<file path="src/glb_pkg.sv">
// Package for the greedy line breaker: field widths, register indexes, reset values,
// configuration, controller state and the command/status structs.
// No dependencies; every other file of the block imports it.
package glb_pkg;

    localparam int W_LEN   = 8;
    localparam int W_FILL  = 9;
    localparam int W_IDX   = 16;
    localparam int W_LINES = 17;
    localparam int W_COST  = 31;
    localparam int W_BASE  = 16;
    localparam int W_PROD  = W_COST + W_BASE;
    localparam int W_EXP   = 3;
    localparam int W_WT    = 8;
    localparam int W_MAXL  = 16;
    localparam int W_ADDR  = 4;
    localparam int W_DATA  = 32;

    localparam logic [W_LINES-1:0] LINE_COUNT_MAX = '1;

    localparam logic [W_LEN-1:0]  LINE_WIDTH_RST    = 8'd80;
    localparam logic [W_MAXL-1:0] MAX_LINES_RST     = 16'd60;
    localparam logic [W_EXP-1:0]  COST_EXPONENT_RST = 3'd2;
    localparam logic [W_WT-1:0]   COST_WEIGHT_RST   = 8'd1;

    typedef enum logic [1:0] {
        REG_LINE_WIDTH,
        REG_MAX_LINES,
        REG_COST_EXPONENT,
        REG_COST_WEIGHT
    } t_reg_idx;

    typedef struct packed {
        logic [W_LEN-1:0]  line_width;
        logic [W_MAXL-1:0] max_lines;
        logic [W_EXP-1:0]  cost_exponent;
        logic [W_WT-1:0]   cost_weight;
    } t_cfg;

    typedef enum logic [2:0] {
        S_IDLE,
        S_CHECK,
        S_POW,
        S_EMIT_CLOSE,
        S_PLACE,
        S_LAST_INIT,
        S_TOTAL,
        S_EMIT_FINAL
    } t_state;

    typedef enum logic [1:0] {
        PH_CLOSE,
        PH_LAST,
        PH_LEFT
    } t_phase;

    typedef struct packed {
        logic load;
        logic pow_init_line;
        logic pow_init_left;
        logic pow_step;
        logic pow_weight;
        logic emit_close;
        logic place;
        logic total;
        logic emit_final;
    } t_dp_cmd;

    typedef struct packed {
        logic need_close;
        logic last;
        logic exp_zero;
        logic too_many;
        logic out_free;
    } t_dp_stat;

endpackage

</file>
<file path="src/glb_regs.sv">
// Configuration registers of the greedy line breaker behind an APB-style port.
// Depends on glb_pkg for the register indexes, reset values and t_cfg.
module glb_regs
    import glb_pkg::*;
(
    input  logic              i_clk,
    input  logic              i_rst_n,
    input  logic              psel,
    input  logic              penable,
    input  logic              pwrite,
    input  logic [W_ADDR-1:0] paddr,
    input  logic [W_DATA-1:0] pwdata,
    output logic [W_DATA-1:0] prdata,
    output logic              pready,
    output t_cfg              o_cfg
);

    t_cfg     r_cfg;
    t_reg_idx w_idx;
    logic     w_wr;

    assign pready = 1'b1;
    assign w_idx  = t_reg_idx'(paddr[3:2]);
    assign w_wr   = psel && penable && pwrite;
    assign o_cfg  = r_cfg;

    always_ff @(posedge i_clk) begin
        if (!i_rst_n) begin
            r_cfg.line_width    <= LINE_WIDTH_RST;
            r_cfg.max_lines     <= MAX_LINES_RST;
            r_cfg.cost_exponent <= COST_EXPONENT_RST;
            r_cfg.cost_weight   <= COST_WEIGHT_RST;
        end else if (w_wr) begin
            case (w_idx)
                REG_LINE_WIDTH:    r_cfg.line_width    <= pwdata[W_LEN-1:0];
                REG_MAX_LINES:     r_cfg.max_lines     <= pwdata[W_MAXL-1:0];
                REG_COST_EXPONENT: r_cfg.cost_exponent <= pwdata[W_EXP-1:0];
                REG_COST_WEIGHT:   r_cfg.cost_weight   <= pwdata[W_WT-1:0];
                default: ;
            endcase
        end
    end

    always_comb begin
        case (w_idx)
            REG_LINE_WIDTH:    prdata = W_DATA'(r_cfg.line_width);
            REG_MAX_LINES:     prdata = W_DATA'(r_cfg.max_lines);
            REG_COST_EXPONENT: prdata = W_DATA'(r_cfg.cost_exponent);
            REG_COST_WEIGHT:   prdata = W_DATA'(r_cfg.cost_weight);
            default:           prdata = '0;
        endcase
    end

endmodule

</file>
<file path="src/glb_ctrl.sv">
// Controller state machine of the greedy line breaker: sequences line closing,
// the power loop, the final totals and the output writes. Depends on glb_pkg.
module glb_ctrl
    import glb_pkg::*;
(
    input  logic     i_clk,
    input  logic     i_rst_n,
    input  logic     i_in_valid,
    input  t_dp_stat i_stat,
    output logic     o_in_ready,
    output t_dp_cmd  o_cmd
);

    t_state r_state, n_state;
    t_phase r_phase, n_phase;

    always_ff @(posedge i_clk) begin
        if (!i_rst_n) begin
            r_state <= S_IDLE;
            r_phase <= PH_CLOSE;
        end else begin
            r_state <= n_state;
            r_phase <= n_phase;
        end
    end

    always_comb begin
        n_state = r_state;
        n_phase = r_phase;
        case (r_state)
            S_IDLE: begin
                if (i_in_valid) n_state = S_CHECK;
            end
            S_CHECK: begin
                if (i_stat.need_close) begin
                    n_state = S_POW;
                    n_phase = PH_CLOSE;
                end else begin
                    n_state = S_PLACE;
                end
            end
            S_POW: begin
                if (i_stat.exp_zero) begin
                    case (r_phase)
                        PH_CLOSE: n_state = S_EMIT_CLOSE;
                        PH_LAST:  n_state = S_TOTAL;
                        default:  n_state = S_EMIT_FINAL;
                    endcase
                end
            end
            S_EMIT_CLOSE: begin
                if (i_stat.out_free) n_state = S_PLACE;
            end
            S_PLACE: begin
                n_state = i_stat.last ? S_LAST_INIT : S_IDLE;
            end
            S_LAST_INIT: begin
                n_state = S_POW;
                n_phase = PH_LAST;
            end
            S_TOTAL: begin
                if (i_stat.too_many) begin
                    n_state = S_EMIT_FINAL;
                end else begin
                    n_state = S_POW;
                    n_phase = PH_LEFT;
                end
            end
            S_EMIT_FINAL: begin
                if (i_stat.out_free) n_state = S_IDLE;
            end
            default: n_state = S_IDLE;
        endcase
    end

    always_comb begin
        o_cmd      = '0;
        o_in_ready = 1'b0;
        case (r_state)
            S_IDLE: begin
                o_in_ready = 1'b1;
                o_cmd.load = i_in_valid;
            end
            S_CHECK:      o_cmd.pow_init_line = i_stat.need_close;
            S_POW: begin
                o_cmd.pow_weight = i_stat.exp_zero;
                o_cmd.pow_step   = !i_stat.exp_zero;
            end
            S_EMIT_CLOSE: o_cmd.emit_close = i_stat.out_free;
            S_PLACE:      o_cmd.place = 1'b1;
            S_LAST_INIT:  o_cmd.pow_init_line = 1'b1;
            S_TOTAL: begin
                o_cmd.total         = 1'b1;
                o_cmd.pow_init_left = !i_stat.too_many;
            end
            S_EMIT_FINAL: o_cmd.emit_final = i_stat.out_free;
            default: ;
        endcase
    end

endmodule

</file>
<file path="src/glb_dp.sv">
// Datapath of the greedy line breaker: text state, the shared saturating
// multiplier of the power loop, and the output register. Depends on glb_pkg.
module glb_dp
    import glb_pkg::*;
#(
    parameter int MAX_WORDS    = 65536,
    parameter int COST_CEILING = 2147483647
) (
    input  logic               i_clk,
    input  logic               i_rst_n,
    input  t_cfg               i_cfg,
    input  t_dp_cmd            i_cmd,
    output t_dp_stat           o_stat,
    input  logic [W_LEN-1:0]   i_word_length,
    input  logic               i_last_word,
    output logic               o_out_valid,
    input  logic               i_out_ready,
    output logic [W_IDX-1:0]   o_line_end_index,
    output logic [W_COST-1:0]  o_line_badness,
    output logic [W_COST-1:0]  o_text_badness,
    output logic               o_too_many_lines,
    output logic               o_final_res
);

    localparam logic [W_COST-1:0] CEIL     = W_COST'(COST_CEILING);
    localparam logic [W_IDX-1:0]  IDX_LAST = W_IDX'(MAX_WORDS - 1);
    localparam logic [W_IDX:0]    IDX_END  = (W_IDX + 1)'(MAX_WORDS);

    function automatic logic [W_COST-1:0] sat_add(input logic [W_COST-1:0] a,
                                                 input logic [W_COST-1:0] b);
        logic [W_COST:0] s;
        s = {1'b0, a} + {1'b0, b};
        return (s > {1'b0, CEIL}) ? CEIL : s[W_COST-1:0];
    endfunction

    // Item and text state
    logic [W_LEN-1:0]   r_word_len;
    logic               r_last;
    logic [W_FILL-1:0]  r_line_fill;
    logic [W_IDX-1:0]   r_word_index;
    logic [W_LINES-1:0] r_line_count;
    logic [W_COST-1:0]  r_running;
    // Power loop
    logic [W_COST-1:0]  r_acc;
    logic [W_BASE-1:0]  r_base;
    logic [W_EXP-1:0]   r_exp_cnt;
    logic               r_ovf;
    // Final line holding registers
    logic [W_COST-1:0]  r_line_badness;
    logic [W_COST-1:0]  r_total;
    logic               r_many;
    // Output register
    logic               r_out_valid;
    logic [W_IDX-1:0]   r_out_idx;
    logic [W_COST-1:0]  r_out_cost;
    logic [W_COST-1:0]  r_out_total;
    logic               r_out_many;
    logic               r_out_final;

    logic [W_FILL-1:0]  w_line_len;
    logic               w_line_ovf;
    logic [W_FILL-1:0]  w_line_diff;
    logic [W_LINES-1:0] w_lines;
    logic               w_too_many;
    logic [W_LINES-1:0] w_left_diff;
    logic [W_FILL:0]    w_fit_sum;
    logic [W_BASE-1:0]  w_mul_b;
    logic [W_PROD-1:0]  w_prod;
    logic [W_COST-1:0]  w_prod_sat;
    logic [W_IDX-1:0]   w_prev_idx;
    logic [W_IDX:0]     w_idx_inc;
    logic               w_out_free;

    assign w_line_len  = r_line_fill - W_FILL'(1);
    assign w_line_ovf  = w_line_len > {1'b0, i_cfg.line_width};
    assign w_line_diff = {1'b0, i_cfg.line_width} - w_line_len;
    assign w_lines     = (r_line_count < LINE_COUNT_MAX) ? r_line_count + W_LINES'(1)
                                                         : r_line_count;
    assign w_too_many  = w_lines > {1'b0, i_cfg.max_lines};
    assign w_left_diff = {1'b0, i_cfg.max_lines} - w_lines;
    assign w_fit_sum   = {1'b0, r_line_fill} + (W_FILL + 1)'(r_word_len);
    assign w_mul_b     = i_cmd.pow_weight ? W_BASE'(i_cfg.cost_weight) : r_base;
    assign w_prod      = W_PROD'(r_acc) * W_PROD'(w_mul_b);
    assign w_prod_sat  = (w_prod > W_PROD'(CEIL)) ? CEIL : w_prod[W_COST-1:0];
    assign w_prev_idx  = (r_word_index == '0) ? IDX_LAST : r_word_index - W_IDX'(1);
    assign w_idx_inc   = {1'b0, r_word_index} + (W_IDX + 1)'(1);
    assign w_out_free  = !r_out_valid || i_out_ready;

    assign o_stat.need_close = (r_line_fill != '0) &&
                               (w_fit_sum > (W_FILL + 1)'(i_cfg.line_width));
    assign o_stat.last       = r_last;
    assign o_stat.exp_zero   = (r_exp_cnt == '0);
    assign o_stat.too_many   = w_too_many;
    assign o_stat.out_free   = w_out_free;

    // Control-bearing text state
    always_ff @(posedge i_clk) begin
        if (!i_rst_n) begin
            r_line_fill  <= '0;
            r_word_index <= '0;
            r_line_count <= '0;
            r_running    <= '0;
        end else if (i_cmd.emit_close) begin
            r_running    <= sat_add(r_running, r_acc);
            r_line_count <= w_lines;
            r_line_fill  <= '0;
        end else if (i_cmd.place) begin
            if (r_line_fill == '0) begin
                r_line_fill <= W_FILL'(r_word_len) + W_FILL'(1);
            end else begin
                r_line_fill <= r_line_fill + W_FILL'(r_word_len) + W_FILL'(1);
            end
            if (!r_last) begin
                r_word_index <= (w_idx_inc >= IDX_END) ? '0 : w_idx_inc[W_IDX-1:0];
            end
        end else if (i_cmd.emit_final) begin
            r_line_fill  <= '0;
            r_word_index <= '0;
            r_line_count <= '0;
            r_running    <= '0;
        end
    end

    // Item capture, power loop and final holding registers
    always_ff @(posedge i_clk) begin
        if (i_cmd.load) begin
            r_word_len <= i_word_length;
            r_last     <= i_last_word;
        end
        if (i_cmd.pow_init_line || i_cmd.pow_init_left) begin
            r_acc     <= W_COST'(1);
            r_exp_cnt <= i_cfg.cost_exponent;
        end else if (i_cmd.pow_step) begin
            r_acc     <= w_prod_sat;
            r_exp_cnt <= r_exp_cnt - W_EXP'(1);
        end else if (i_cmd.pow_weight) begin
            r_acc <= r_ovf ? CEIL : w_prod_sat;
        end
        if (i_cmd.pow_init_line) begin
            r_base <= W_BASE'(w_line_diff[W_LEN-1:0]);
            r_ovf  <= w_line_ovf;
        end else if (i_cmd.pow_init_left) begin
            r_base <= w_left_diff[W_BASE-1:0];
            r_ovf  <= 1'b0;
        end
        if (i_cmd.total) begin
            r_line_badness <= r_acc;
            r_total        <= sat_add(r_running, r_acc);
            r_many         <= w_too_many;
        end
    end

    // Output register
    always_ff @(posedge i_clk) begin
        if (!i_rst_n) begin
            r_out_valid <= 1'b0;
        end else if (i_cmd.emit_close || i_cmd.emit_final) begin
            r_out_valid <= 1'b1;
        end else if (i_out_ready) begin
            r_out_valid <= 1'b0;
        end
    end

    always_ff @(posedge i_clk) begin
        if (i_cmd.emit_close) begin
            r_out_idx   <= w_prev_idx;
            r_out_cost  <= r_acc;
            r_out_total <= '0;
            r_out_many  <= 1'b0;
            r_out_final <= 1'b0;
        end else if (i_cmd.emit_final) begin
            r_out_idx   <= r_word_index;
            r_out_cost  <= r_line_badness;
            r_out_total <= r_many ? CEIL : sat_add(r_total, r_acc);
            r_out_many  <= r_many;
            r_out_final <= 1'b1;
        end
    end

    assign o_out_valid      = r_out_valid;
    assign o_line_end_index = r_out_idx;
    assign o_line_badness   = r_out_cost;
    assign o_text_badness   = r_out_total;
    assign o_too_many_lines = r_out_many;
    assign o_final_res      = r_out_final;

endmodule

</file>
<file path="src/greedy_line_breaker.sv">
// Top level of the greedy line breaker: configuration registers, controller and datapath.
// Depends on glb_pkg, glb_regs, glb_ctrl and glb_dp.
//
// The block takes one word length at a time and packs words greedily onto lines of
// line_width characters, one space between neighbouring words. Whenever a word does
// not fit, the open line is closed and a result word carries the index of its last
// word and its cost, cost_weight * (line_width - length)^cost_exponent, saturated at
// COST_CEILING; a word longer than the line sits alone on a line costed at the ceiling.
// The word marked last_word closes the final line as well, and its result (final_res
// set) also carries the text's total cost including the penalty for unused lines, or
// the ceiling with too_many_lines set when the text ran past max_lines. One word is
// worked on at a time: a word that does not fit first runs the power loop for the cost
// of the line it closes, and the last word runs it again for the final line and, unless
// the text ran past max_lines, for the unused lines. The power loop shares one
// 31 x 16 bit saturating multiplier and does one multiplication per cycle. A new word
// is accepted while a result still waits in the output register; the block only stalls
// when it has a further result to deliver and that register is still full.
// Configuration must be written through the APB-style port only while the block is
// idle; the block itself does not enforce it. Registers sit at byte addresses
// 0 (line_width), 4 (max_lines), 8 (cost_exponent) and 12 (cost_weight).
module greedy_line_breaker
    import glb_pkg::*;
#(
    parameter int MAX_WORDS    = 65536,
    parameter int COST_CEILING = 2147483647
) (
    input  logic              i_clk,
    input  logic              i_rst_n,
    // configuration port
    input  logic              psel,
    input  logic              penable,
    input  logic              pwrite,
    input  logic [W_ADDR-1:0] paddr,
    input  logic [W_DATA-1:0] pwdata,
    output logic [W_DATA-1:0] prdata,
    output logic              pready,
    // input channel
    input  logic              i_in_valid,
    output logic              o_in_ready,
    input  logic [W_LEN-1:0]  i_word_length,
    input  logic              i_last_word,
    // output channel
    output logic              o_out_valid,
    input  logic              i_out_ready,
    output logic [W_IDX-1:0]  o_line_end_index,
    output logic [W_COST-1:0] o_line_badness,
    output logic [W_COST-1:0] o_text_badness,
    output logic              o_too_many_lines,
    output logic              o_final_res
);

    t_cfg     w_cfg;
    t_dp_cmd  w_cmd;
    t_dp_stat w_stat;

    glb_regs u_regs (
        .i_clk   (i_clk),
        .i_rst_n (i_rst_n),
        .psel    (psel),
        .penable (penable),
        .pwrite  (pwrite),
        .paddr   (paddr),
        .pwdata  (pwdata),
        .prdata  (prdata),
        .pready  (pready),
        .o_cfg   (w_cfg)
    );

    // The controller only sequences; all arithmetic and the text state live in the datapath.
    glb_ctrl u_ctrl (
        .i_clk      (i_clk),
        .i_rst_n    (i_rst_n),
        .i_in_valid (i_in_valid),
        .i_stat     (w_stat),
        .o_in_ready (o_in_ready),
        .o_cmd      (w_cmd)
    );

    glb_dp #(
        .MAX_WORDS    (MAX_WORDS),
        .COST_CEILING (COST_CEILING)
    ) u_dp (
        .i_clk            (i_clk),
        .i_rst_n          (i_rst_n),
        .i_cfg            (w_cfg),
        .i_cmd            (w_cmd),
        .o_stat           (w_stat),
        .i_word_length    (i_word_length),
        .i_last_word      (i_last_word),
        .o_out_valid      (o_out_valid),
        .i_out_ready      (i_out_ready),
        .o_line_end_index (o_line_end_index),
        .o_line_badness   (o_line_badness),
        .o_text_badness   (o_text_badness),
        .o_too_many_lines (o_too_many_lines),
        .o_final_res      (o_final_res)
    );

endmodule

</file>
<file path="config.mk">
export PLATFORM = sky130hd
export DESIGN_NAME = greedy_line_breaker
export DESIGN_NICKNAME = d
export VERILOG_FILES = /design/src/glb_pkg.sv /design/src/glb_regs.sv /design/src/glb_ctrl.sv /design/src/glb_dp.sv /design/src/greedy_line_breaker.sv
export SDC_FILE = /design/constraint.sdc
export NUM_CORES = 2
export LEC_CHECK = 0
export BUFFER_PORTS_ARGS = -buffer_cell sky130_fd_sc_hd__buf_2
export CAP_MARGIN = 0
export CELL_PAD_IN_SITES_DETAIL_PLACEMENT = 1
export CELL_PAD_IN_SITES_GLOBAL_PLACEMENT = 1
export CORE_MARGIN = 3
export CORE_UTILIZATION = 53
export DETAILED_ROUTE_END_ITERATION = 8
export PLACE_DENSITY = 0.85
export SYNTH_ARGS = -nofsm -noshare
export SYNTH_HDL_FRONTEND = slang
export SYNTH_SLANG_ARGS = --single-unit
</file>
<file path="constraint.sdc">
create_clock -name i_clk -period 22.5 [get_ports i_clk]
set_input_delay 4.5 -clock i_clk [delete_from_list [all_inputs] [get_ports i_clk]]
set_output_delay 4.5 -clock i_clk [all_outputs]
set_load 0.05 [all_outputs]
</file>
==> impl_results.md <==
* Outcome: completed
* Final net count at between 4000 and 5000
* Core area at 0.06354 mm2
* Die ar. at a little under 0.07 mm2
* Cells after Synth at approximately 3800
* H-tree depth at 2
* # placed instances at around 4700
* Initial antenna violation count at 6
* Tmin final at 10.28 ns
* Synth top area cells: fa_1 (24%), edfxtp_1 (11%), dfxtp_1 (11%)
* IO Port Bufs at 131
* Routability cong. at about 0.86
* Synth Area per Inst at 8.917 um2
* Hold Path Class: reg2reg
* DRC viols at 0
* Worst skew pair latency at ~0.6 ns
* Starting density of the core at 53.89%
* Rel. slew slack at under 10%
* Die height at 260.2 um
* Slew @ Worst Pin at 1.468 ns
* Dominant cell type by area after synthesis: fa_1
* DRT Pass-1 Iters at 5
* Worst setup path class: in2out
* Synth Cell Area at 0.03424 mm2
* Drt wl/cell at 22.61 um
* Non-filler cells, final at 4742
* # setup viols final at 0
* Crit. End Element: output port
* Largest net degree at the start of global routing at 64
* Max-Cap Viols at 0
* Remaining antenna violation count at 0
* Post-CTS Hold Fix Bufs at 0
* Fin crit share at 45.69%
* Ys Warns at 0
* Row count at 92
* Unrepaired setup endpoints after global routing: no
* Cell Pwr Density at approximately 160 mW/mm2
* VDD IR max at around 0.15 mV
* CTS buffer count at 37
* # resized after CTS at 0
* IO Count at ~170
* Number of enable flip-flop cells after synthesis at around 130
* CP Max Fanout at 14
* Register area at 0.007657 mm2
* # fillers at 7507
* Yosys cell types at 95
* Seq/Total Area, Yosys at 22.36%
* Total vias in the final route at 28130
* Final wirelength at 107200 um
* 1st-iter DRT viols at 2000
* Yosys reg bits at 317
* Post CTS Setup Buffer Count at 0
* Leak at 0.01703 uW
* Setup TNS at 0 ns
* GR Util All Layers at 32.33%
* Routed vias/inst at 5.932
* CTS tree: done
* Vias in the first global route at around 31000
* Reg clk slew, reported paths at 0.06 ns
* WP data required at 18.00 ns
* Share of the synthesized area in the top cell type at 23.97%
* CP Launch Type: input pin
* Layout area overhead at 7.231%
* Die Wd at 260.2 um
* Commonest non-fill, non-tap cell in the layout: nand2_1
* Primary FF master, synth: dfxtp_1
* CTS Sinks at 317
* Most frequent cells in the layout: nand2_1 (581), inv_1 (551), fa_1 (410)
* Fmax at between 0.09 and 0.1 GHz
* HPWL after DPL at 77480 um
* Final Hold Fails at 0
* Ys async rst share at 0%
* Layout cells sized above 1 at 8.549%
* Slew Limit Fails at 0
* Clock skew at 0.03266 ns
* First-pass GRT wire length at 172400 um
* CTS root buffer: clkbuf_16
* WP data arrival at 5.78 ns
* Multi-input gate area in the final layout at 0.02373 mm2
* Maximum clock path buffer count at 3
* Gr ovfl total at 0
[cell usage after synthesis (30+ instances only)]
master    instances
nand2_1         581
inv_1           552
fa_1            410
ha_1            252
and2_1          234
a21oi_1         215
dfxtp_1         186
clkbuf_1        158
edfxtp_1        131
nor2_1          128
o21ai_0         124
xnor2_1          87
xor2_1           84
nor2b_1          58
nand3_1          53
a21o_1           50
a22o_1           35
nor3_1           33
a21oi_2          31
mux2i_1          30
[per-layer routing]
| layer | global-route usage (%) | share of wire (%) | vias up |
|---|---|---|---|
| met2 | 56.73 | 50 | 1000 |
| met5 | 0 | 0 | - |
| li1 | - | - | 12430 |
| met3 | 4.333 | 6.3 | 337 |
| met4 | 13.67 | 4.3 | 0 |
| met1 | 39.98 | 39 | 14370 |
[final cells by class]
cell class	count	area share, %
Sequential cell	317	20.85
Tap cell	846	2.883
Clock buffer	47	2.791
Antenna cell	1	0.006815
Clock inverter	19	0.4839
Multi-Input combinational cell	2784	64.63
Inverter	552	5.643
Timing Repair Buffer	176	2.706
[power breakdown]
part | switching [uW] | internal, uW | leakage [uW]
registers | 81.5 | 643 | 0.00266
logic | 2950 | 1620 | 0.0138
clock network | 272 | 339 | 0.000596
total | 3300 | 2610 | 0.0170
[path summary, 6_finish.rpt]
path	startpoint	to	slack, ns	cells after the start
worst max-delay path	paddr[2]	prdata[12]	12.22	4
worst min-delay path	u_dp.o_too_many_lines	u_dp.o_too_many_lines	0.45	2
worst max register to register	u_ctrl.r_state[2]	u_dp.r_acc[17]	12.74	27
worst min register to register	u_dp.o_too_many_lines	u_dp.o_too_many_lines	0.45	2
[per-stage QoR]
| stage | total power [uW] | setup WS [ns] | instance area, um2 | util, % | hold WS [ns] |
|---|---|---|---|---|---|
| 6_report | 5908 | 12.22 | 36720 | 57.79 | 0.4474 |
| 5_1_grt | 6470 | 12.12 | 36720 | 57.78 | 0.4989 |
| 4_1_cts | 5854 | 12.25 | 36720 | 57.78 | 0.4565 |
| 3_5_place_dp | 5163 | 12.26 | 35510 | 55.89 | 0.4488 |
| 3_3_place_gp | 4927 | 12.32 | 35510 | 55.89 | 0.4548 |
| 2_1_floorplan | 4032 | 11.87 | 34300 | - | 0.4409 |
[critical path, cell delays in order]
cell	delay [ns]
buf_2	0.31
nor2b_1	0.49
and2_1	0.20
buf_2	0.27
[cell families after synthesis]
| logic type | Yosys count | share of synthesized area (%) |
|---|---|---|
| and+or+nand+nor | 1223 | 17.07 |
| other | 2 | 0.02193 |
| DFF | 317 | 22.36 |
| buffers and inverters | 754 | 8.733 |
| AOI/OAI and AO/OA | 669 | 12.89 |
| adders and majority gates | 662 | 33.18 |
| muxes | 42 | 1.370 |
| xor gates and xnor gates | 171 | 4.374 |
[state kept, by name, indices dropped and copies added, names as in the netlist, 17 cells and up]
signal	flops
u_dp.o_line_badness	31
u_dp.o_text_badness	31
u_dp.r_acc	31
u_dp.r_line_badness	31
u_dp.r_line_count	17
u_dp.r_running	31
u_dp.r_total	31
u_regs.o_cfg	35
No activity file was read; power rests on OpenSTA's default activity.
